### src/rtl/scp_isqrt.sv
module scp_isqrt #(
	parameter int N_W    = 64,
	parameter int SIDE_W = 8
) (
	input  logic              clk,
	input  logic              arst_n,
	input  logic              en,
	input  logic              arg_valid,
	input  logic [N_W-1:0]    arg,
	input  logic [SIDE_W-1:0] arg_side,
	output logic              res_valid,
	output logic [N_W/2-1:0]  res,
	output logic [SIDE_W-1:0] res_side
);

	localparam int R_W   = N_W / 2;
	localparam int REM_W = R_W + 3;
	localparam int STEPS = R_W;

	logic [REM_W-1:0]  rem_s  [STEPS];
	logic [R_W-1:0]    root_s [STEPS];
	logic [N_W-1:0]    rest_s [STEPS];
	logic [SIDE_W-1:0] side_s [STEPS];
	logic [STEPS-1:0]  valid_s;

	// one root bit per stage, two radicand bits shifted in each time
	for (genvar k = 0; k < STEPS; k++) begin : g_step
		logic [REM_W-1:0]  rem_in;
		logic [R_W-1:0]    root_in;
		logic [N_W-1:0]    rest_in;
		logic [SIDE_W-1:0] side_in;
		logic              valid_in;
		logic [REM_W-1:0]  rem2;
		logic [REM_W-1:0]  trial;
		logic [REM_W-1:0]  rem_nx;
		logic [R_W-1:0]    root_nx;

		if (k == 0) begin : g_first
			assign rem_in   = '0;
			assign root_in  = '0;
			assign rest_in  = arg;
			assign side_in  = arg_side;
			assign valid_in = arg_valid;
		end else begin : g_next
			assign rem_in   = rem_s[k-1];
			assign root_in  = root_s[k-1];
			assign rest_in  = rest_s[k-1];
			assign side_in  = side_s[k-1];
			assign valid_in = valid_s[k-1];
		end

		always_comb begin
			rem2  = {rem_in[REM_W-3:0], rest_in[N_W-1 -: 2]};
			trial = {1'b0, root_in, 2'b01};
			if (rem2 >= trial) begin
				rem_nx  = rem2 - trial;
				root_nx = {root_in[R_W-2:0], 1'b1};
			end else begin
				rem_nx  = rem2;
				root_nx = {root_in[R_W-2:0], 1'b0};
			end
		end

		always_ff @(posedge clk or negedge arst_n) begin
			if (!arst_n) begin
				valid_s[k] <= 1'b0;
			end else if (en) begin
				valid_s[k] <= valid_in;
			end
		end

		always_ff @(posedge clk) begin
			if (en) begin
				rem_s[k]  <= rem_nx;
				root_s[k] <= root_nx;
				rest_s[k] <= rest_in << 2;
				side_s[k] <= side_in;
			end
		end
	end

	assign res_valid = valid_s[STEPS-1];
	assign res       = root_s[STEPS-1];
	assign res_side  = side_s[STEPS-1];

endmodule

### config.mk
export PLATFORM = sky130hd
export DESIGN_NAME = scp_isqrt
export DESIGN_NICKNAME = d
export VERILOG_FILES = /design/src/rtl/scp_isqrt.sv
export SDC_FILE = /design/constraint.sdc
export NUM_CORES = 2
export LEC_CHECK = 0
export BUFFER_PORTS_ARGS = -buffer_cell sky130_fd_sc_hd__buf_2
export CORE_MARGIN = 1
export CORE_UTILIZATION = 35
export CTS_BUF_LIST = sky130_fd_sc_hd__clkbuf_8
export CTS_CLUSTER_SIZE = 16
export DETAILED_ROUTE_END_ITERATION = 8
export PLACE_DENSITY = 0.47
export SLEW_MARGIN = 20
export SYNTH_ARGS = -nofsm -noshare
export SYNTH_HDL_FRONTEND = slang
export SYNTH_MEMORY_MAX_BITS = 65536
export SYNTH_SLANG_ARGS = --single-unit
### constraint.sdc
create_clock -name clk -period 9.7 [get_ports clk]
set_clock_uncertainty 0.05 [all_clocks]
set_input_delay 0.97 -clock clk [delete_from_list [all_inputs] [get_ports clk]]
set_output_delay 0.97 -clock clk [all_outputs]
set_load 0.1 [all_outputs]
## Word-level counts from Yosys, hierarchy flattened

Memories as Yosys holds them, arrays and structs flattened.
Index checks and enable logic that the tools add are counted.
Widths: inputs -> output; s select.

| word-level totals | value |
|---|---|
| bits in registers | 32 |
| RAM bits | 4,384 |
| input bits | 76 |
| output and inout port bits | 41 |
| logic and storage cells | 166 |
| memories | 4 |

| operators by class | value |
|---|---|
| add/subtract/negate cells | 32 |
| magnitude comparators | 32 |
| multiplexer cells | 66 |

Memory list:

| memory | words | bits a word | rd ports | clocked after memory_dff | wr ports | line | RTL |
|---|---|---|---|---|---|---|---|
| rest_s | 32 | 62 | 31 | 0 | 32 | 22 | `logic [N_W-1:0] rest_s [STEPS];` |
| rem_s | 32 | 35 | 31 | 0 | 32 | 20 | `logic [REM_W-1:0] rem_s [STEPS];` |
| root_s | 32 | 32 | 32 | 0 | 32 | 21 | `logic [R_W-1:0] root_s [STEPS];` |
| side_s | 32 | 8 | 32 | 0 | 32 | 23 | `logic [SIDE_W-1:0] side_s [STEPS];` |

Operators with widths:

| cell | count |
|---|---|
| $mux 35 | 32 |
| $ge 35x34->1 | 31 |
| $sub 35x34->35 | 31 |
| $mux 1 | 34 |
| $sub 2x1->3 const B | 1 |
| $ge 2x1->1 const B | 1 |

## Longest topological paths before layout

An unclocked memory read counts as a cell.

| depth | value |
|---|---|
| depth in word-level cells | 3 |
| mapped depth | 14 |
| gate-level depth less buffers | 12 |

## Worst setup path before layout

OpenSTA, ideal clock, no wires.

| path | value |
|---|---|
| kind | register to register |
| from | mem rem_s[29][1] in the netlist's numbering |
| to | mem rem_s[30][10] in the netlist's numbering, data pin |
| setup time | 0.260 ns |
| arrival time | 3.073 ns |
| data required time | 9.390 ns |
| slack | 6.318 ns |
| stages on the path, launching flop included | 11 |
| path buffers | 1 |
| clock period less this slack | 3.382 ns |
| path through | edfxtp_1 > ha_1 > o211ai_1 > and3b_1 > o311ai_1 > a31oi_1 > o41ai_2 > a311oi_1 > nor2_1 > buf_2 > mux2_2 |

RTL lines:

| element | line |
|---|---|
| from (decl) | 20 |

==> flow_summary_export.csv <==
group,metric,value,unit
run_status,status,"completed",
detailed_routing,drc,0,
detailed_routing,routed_wl,276900,um
synth,yosysWarningCount,0,
detailed_routing,drt_iter0_drc,4821,
setup_path,critPathBufInv,1,
clocking,htreeDepth,5,
final_layout,utilization,39.85,%
final_layout,area_delta_synth_final,13.05,%
synth,synth_fp_nets,10052,
clocking,clockBufferDepth,4,
synth,synthTopCellsByCount,"edfxtp_1 (2750), inv_1 (717), nand2_1 (613), a21oi_1 (566), ha_1 (561)",
setup_path,start_kind,"register",
final_layout,nNetsFinal,10582,
clocking,cts.sinks,2782,
power_and_ir_drop,leakage,53.78,nW
clocking,postCtsSetupRepairBufs,0,
synth,ys_top_cells_by_area,"edfxtp_1 (66%), ha_1 (5.6%), xor2_1 (2.8%)",
power_and_ir_drop,powerDensity,232.9,mW/mm2
synth,syn_avg_cell_area,13.35,um2
setup_path,cp_slowest_cell,"o311ai_1",
grt,antenna_found_initial,4,
sta,final_max_slew_viol_count,0,
setup_path,worstPathMaxFanout,52,
clocking,cts_tree,"yes",
hold_path,hold_class,"register to register",
power_and_ir_drop,finalPower,33.09,mW
sta,slew_headroom,25.33,%
sta,hold-worst-slack,0.3177,ns
sta,setup_viol,0,
placed_design,pre_cts_ws,5.241,ns
detailed_routing,wl_per_cell,18.34,um
sta,fmax,222.5,MHz
final_layout,drive_gt1_share,9.609,%
synth,ys_ff_latch,2782,
synth,synth-edff-count,2750,
setup_path,critPathTopFamily,"compound AO/OA/AOI/OAI gates",
setup_path,crit_arrival,5.24,ns
sta,final.setup.worst_slack,5.206,ns
floorplanning,io_pins,117,
detailed_routing,antenna_left,0,
clocking,clkSlewWorstSetupHoldPaths,0.06,ns
clocking,clock-root-buffer,"clkbuf_8",
setup_path,crit_chain,"ha_1, nand4_1, o311ai_1, a31oi_1, o41ai_2, a311oi_1, nor2_4, buf_4, mux2_2",
setup_path,cpPeakStageDelay,0.77,ns
sta,post-route-period-util,46.33,%
placed_design,io_buffers,116,
floorplanning,die_w,601.2,um
grt,grt_usage,15.03,%
placed_design,gp_congestion,0.8529,
synth,yosys_most_used_dff,"edfxtp_1",
setup_path,required,10.45,ns
synth,synth.largest_area_cell,"edfxtp_1",
run,maxCapViolCount,0,
clocking,cts_made_buffers,479,
floorplanning,start_util,35.25,%
synth,async_flop_share,1.150,%
grt,grt_pass1_vias,75275,
synth,synth_area,0.1257,mm2
sta,fin_setup_tns,0,ns
synth,synthCells,9415,
power_and_ir_drop,ir_drop,118.4,uV
clocking,cts.repair.resized,0,
floorplanning,fp.dieH,601.2,um
sta,report.final.hold_viol_count,0,
floorplanning,rows,219,
setup_path,cp-end-kind,"register",
synth,seq_area_frac_synth,66.35,%
placed_design,dp_hpwl,194600,um
synth,yosys.cell_count.top_type,"edfxtp_1",
grt,grt_max_degree,163,
detailed_routing,firstDrtPassIters,7,
clocking,clkLatencyLatePin,1.12,ns
sta,worst_slew_pin_slew,1.120,ns
sta,rsz0062_at_grt,"false",
floorplanning,core,0.3565,mm2
detailed_routing,via_per_inst,4.912,
synth,synth_cell_types,96,
synth,yosys.area.top_type_share,65.71,%
grt,grt-ovfl-total,0,
grt,grt_pass1_wl,433700,um
sta,finalCriticalPeriod,4.494,ns
floorplanning,die_area,0.3614,mm2
detailed_routing,num_vias,74151,
setup_path,critPathKind,"register to register",
-- worst paths after layout --
| check | startpoint | endpoint | slack (ns) | cells past startpoint |
|---|---|---|---|---|
| max in group asynchronous | arst_n | g_step[4].valid_in$_DFFE_PN0P_ | 8.67 | 2 |
| min in group asynchronous | arst_n | g_step[27].valid_in$_DFFE_PN0P_ | 0.45 | 2 |
| max reg2reg | rem_s[29][7]$_DFFE_PP_ | rem_s[30][4]$_DFFE_PP_ | 5.21 | 9 |
| min | rest_s[1][113]$_DFFE_PP_ | rest_s[1][177]$_DFFE_PP_ | 0.32 | 0 |
| min reg2reg | rest_s[1][113]$_DFFE_PP_ | rest_s[1][177]$_DFFE_PP_ | 0.32 | 0 |
| max | rem_s[29][7]$_DFFE_PP_ | rem_s[30][4]$_DFFE_PP_ | 5.21 | 9 |
-- logic make-up after synthesis --
family,synth area share [%]
flip-flops,66.35
AND/OR/NAND/NOR,9.564
AO/OA/AOI/OAI,9.190
buffers and inverters,2.761
XOR/XNOR,5.402
adder cells (fa/ha/maj),5.586
multiplexers,1.143
other,0.002984
-- power by group --
part	internal, mW	switching (mW)	total, mW
sequential	15.1	1.01	16.1
clock	5.41	4.85	10.3
combinational	2.73	3.97	6.70
total	23.3	9.83	33.1
-- registers in the layout, summed over array words and instances (netlist names) --
signal           cells
res_valid            1
g_step.valid_in     31
side_s             256
root_s             528
rest_s             992
rem_s              974
-- timing repair --
| item | CTS | global route |
|---|---|---|
| endpoints found under the hold margin | 106 | 0 |
| hold buffers | 75 | 0 |
| endpoints found under the setup margin | 0 | 0 |
-- cell usage in the layout, fill, tap and decap left out, drive strengths merged, types with 25 or more instances in the layout --
cell type / instances
inv: 888
clkbuf: 487
dlygate4sd3: 75
bufinv: 27
a21o: 212
buf: 167
xnor2: 376
nand3b: 26
nor3: 231
a211oi: 60
nand2b: 126
ha: 561
o21bai: 45
nor3b: 25
o21ai: 484
o21a: 92
o211ai: 30
nand4: 100
nor4: 142
or4: 55
and2: 36
edfxtp: 2750
or3: 85
a21oi: 566
xor2: 399
nor2: 557
clkinv: 191
nor2b: 75
o31ai: 69
mux2: 116
nand2: 613
dfrtp: 32
nand3: 148
or2: 52
a31oi: 59
a21boi: 25
and3: 58
-- layout make-up --
type	instances	area [um2]
repair buffers	242	1879
diodes	1	2.502
well taps	4751	5944
inverters	720	2703
clock inverters	394	2519
fillers	33362	214400
flip-flops and latches	2782	83380
multi-input cells	5720	38930
clock buffers	487	6703
-- worst register-to-register path: cells and delay by family, from the launching register on --
kind,cells,cell delay [ns]
flip-flops,1,0.40
AO/OA/AOI/OAI,4,1.90
buffers and inverters,1,0.53
multiplexers,1,0.47
adder cells (fa/ha/maj),1,0.40
AND/OR/NAND/NOR,2,0.48
-- routing by layer --
layer  global-route usage [%]  share of wire, %  vias to the layer above
li1                         -                 -                    36242
met1                    19.54                45                    35947
met3                    2.089               3.8                      504
met2                    25.75                49                     1458
met4                    4.987               2.9                        0
met5                        0                 0                        -
-- per-stage QoR --
stage          cell area, um2  std cells
6_report               142100      15097
5_1_grt                142100      15097
4_1_cts                142100      15096
3_5_place_dp           132100      14140
3_3_place_gp           132100      14140
2_1_floorplan          125700       9415
(Power assumes the default switching activity.)
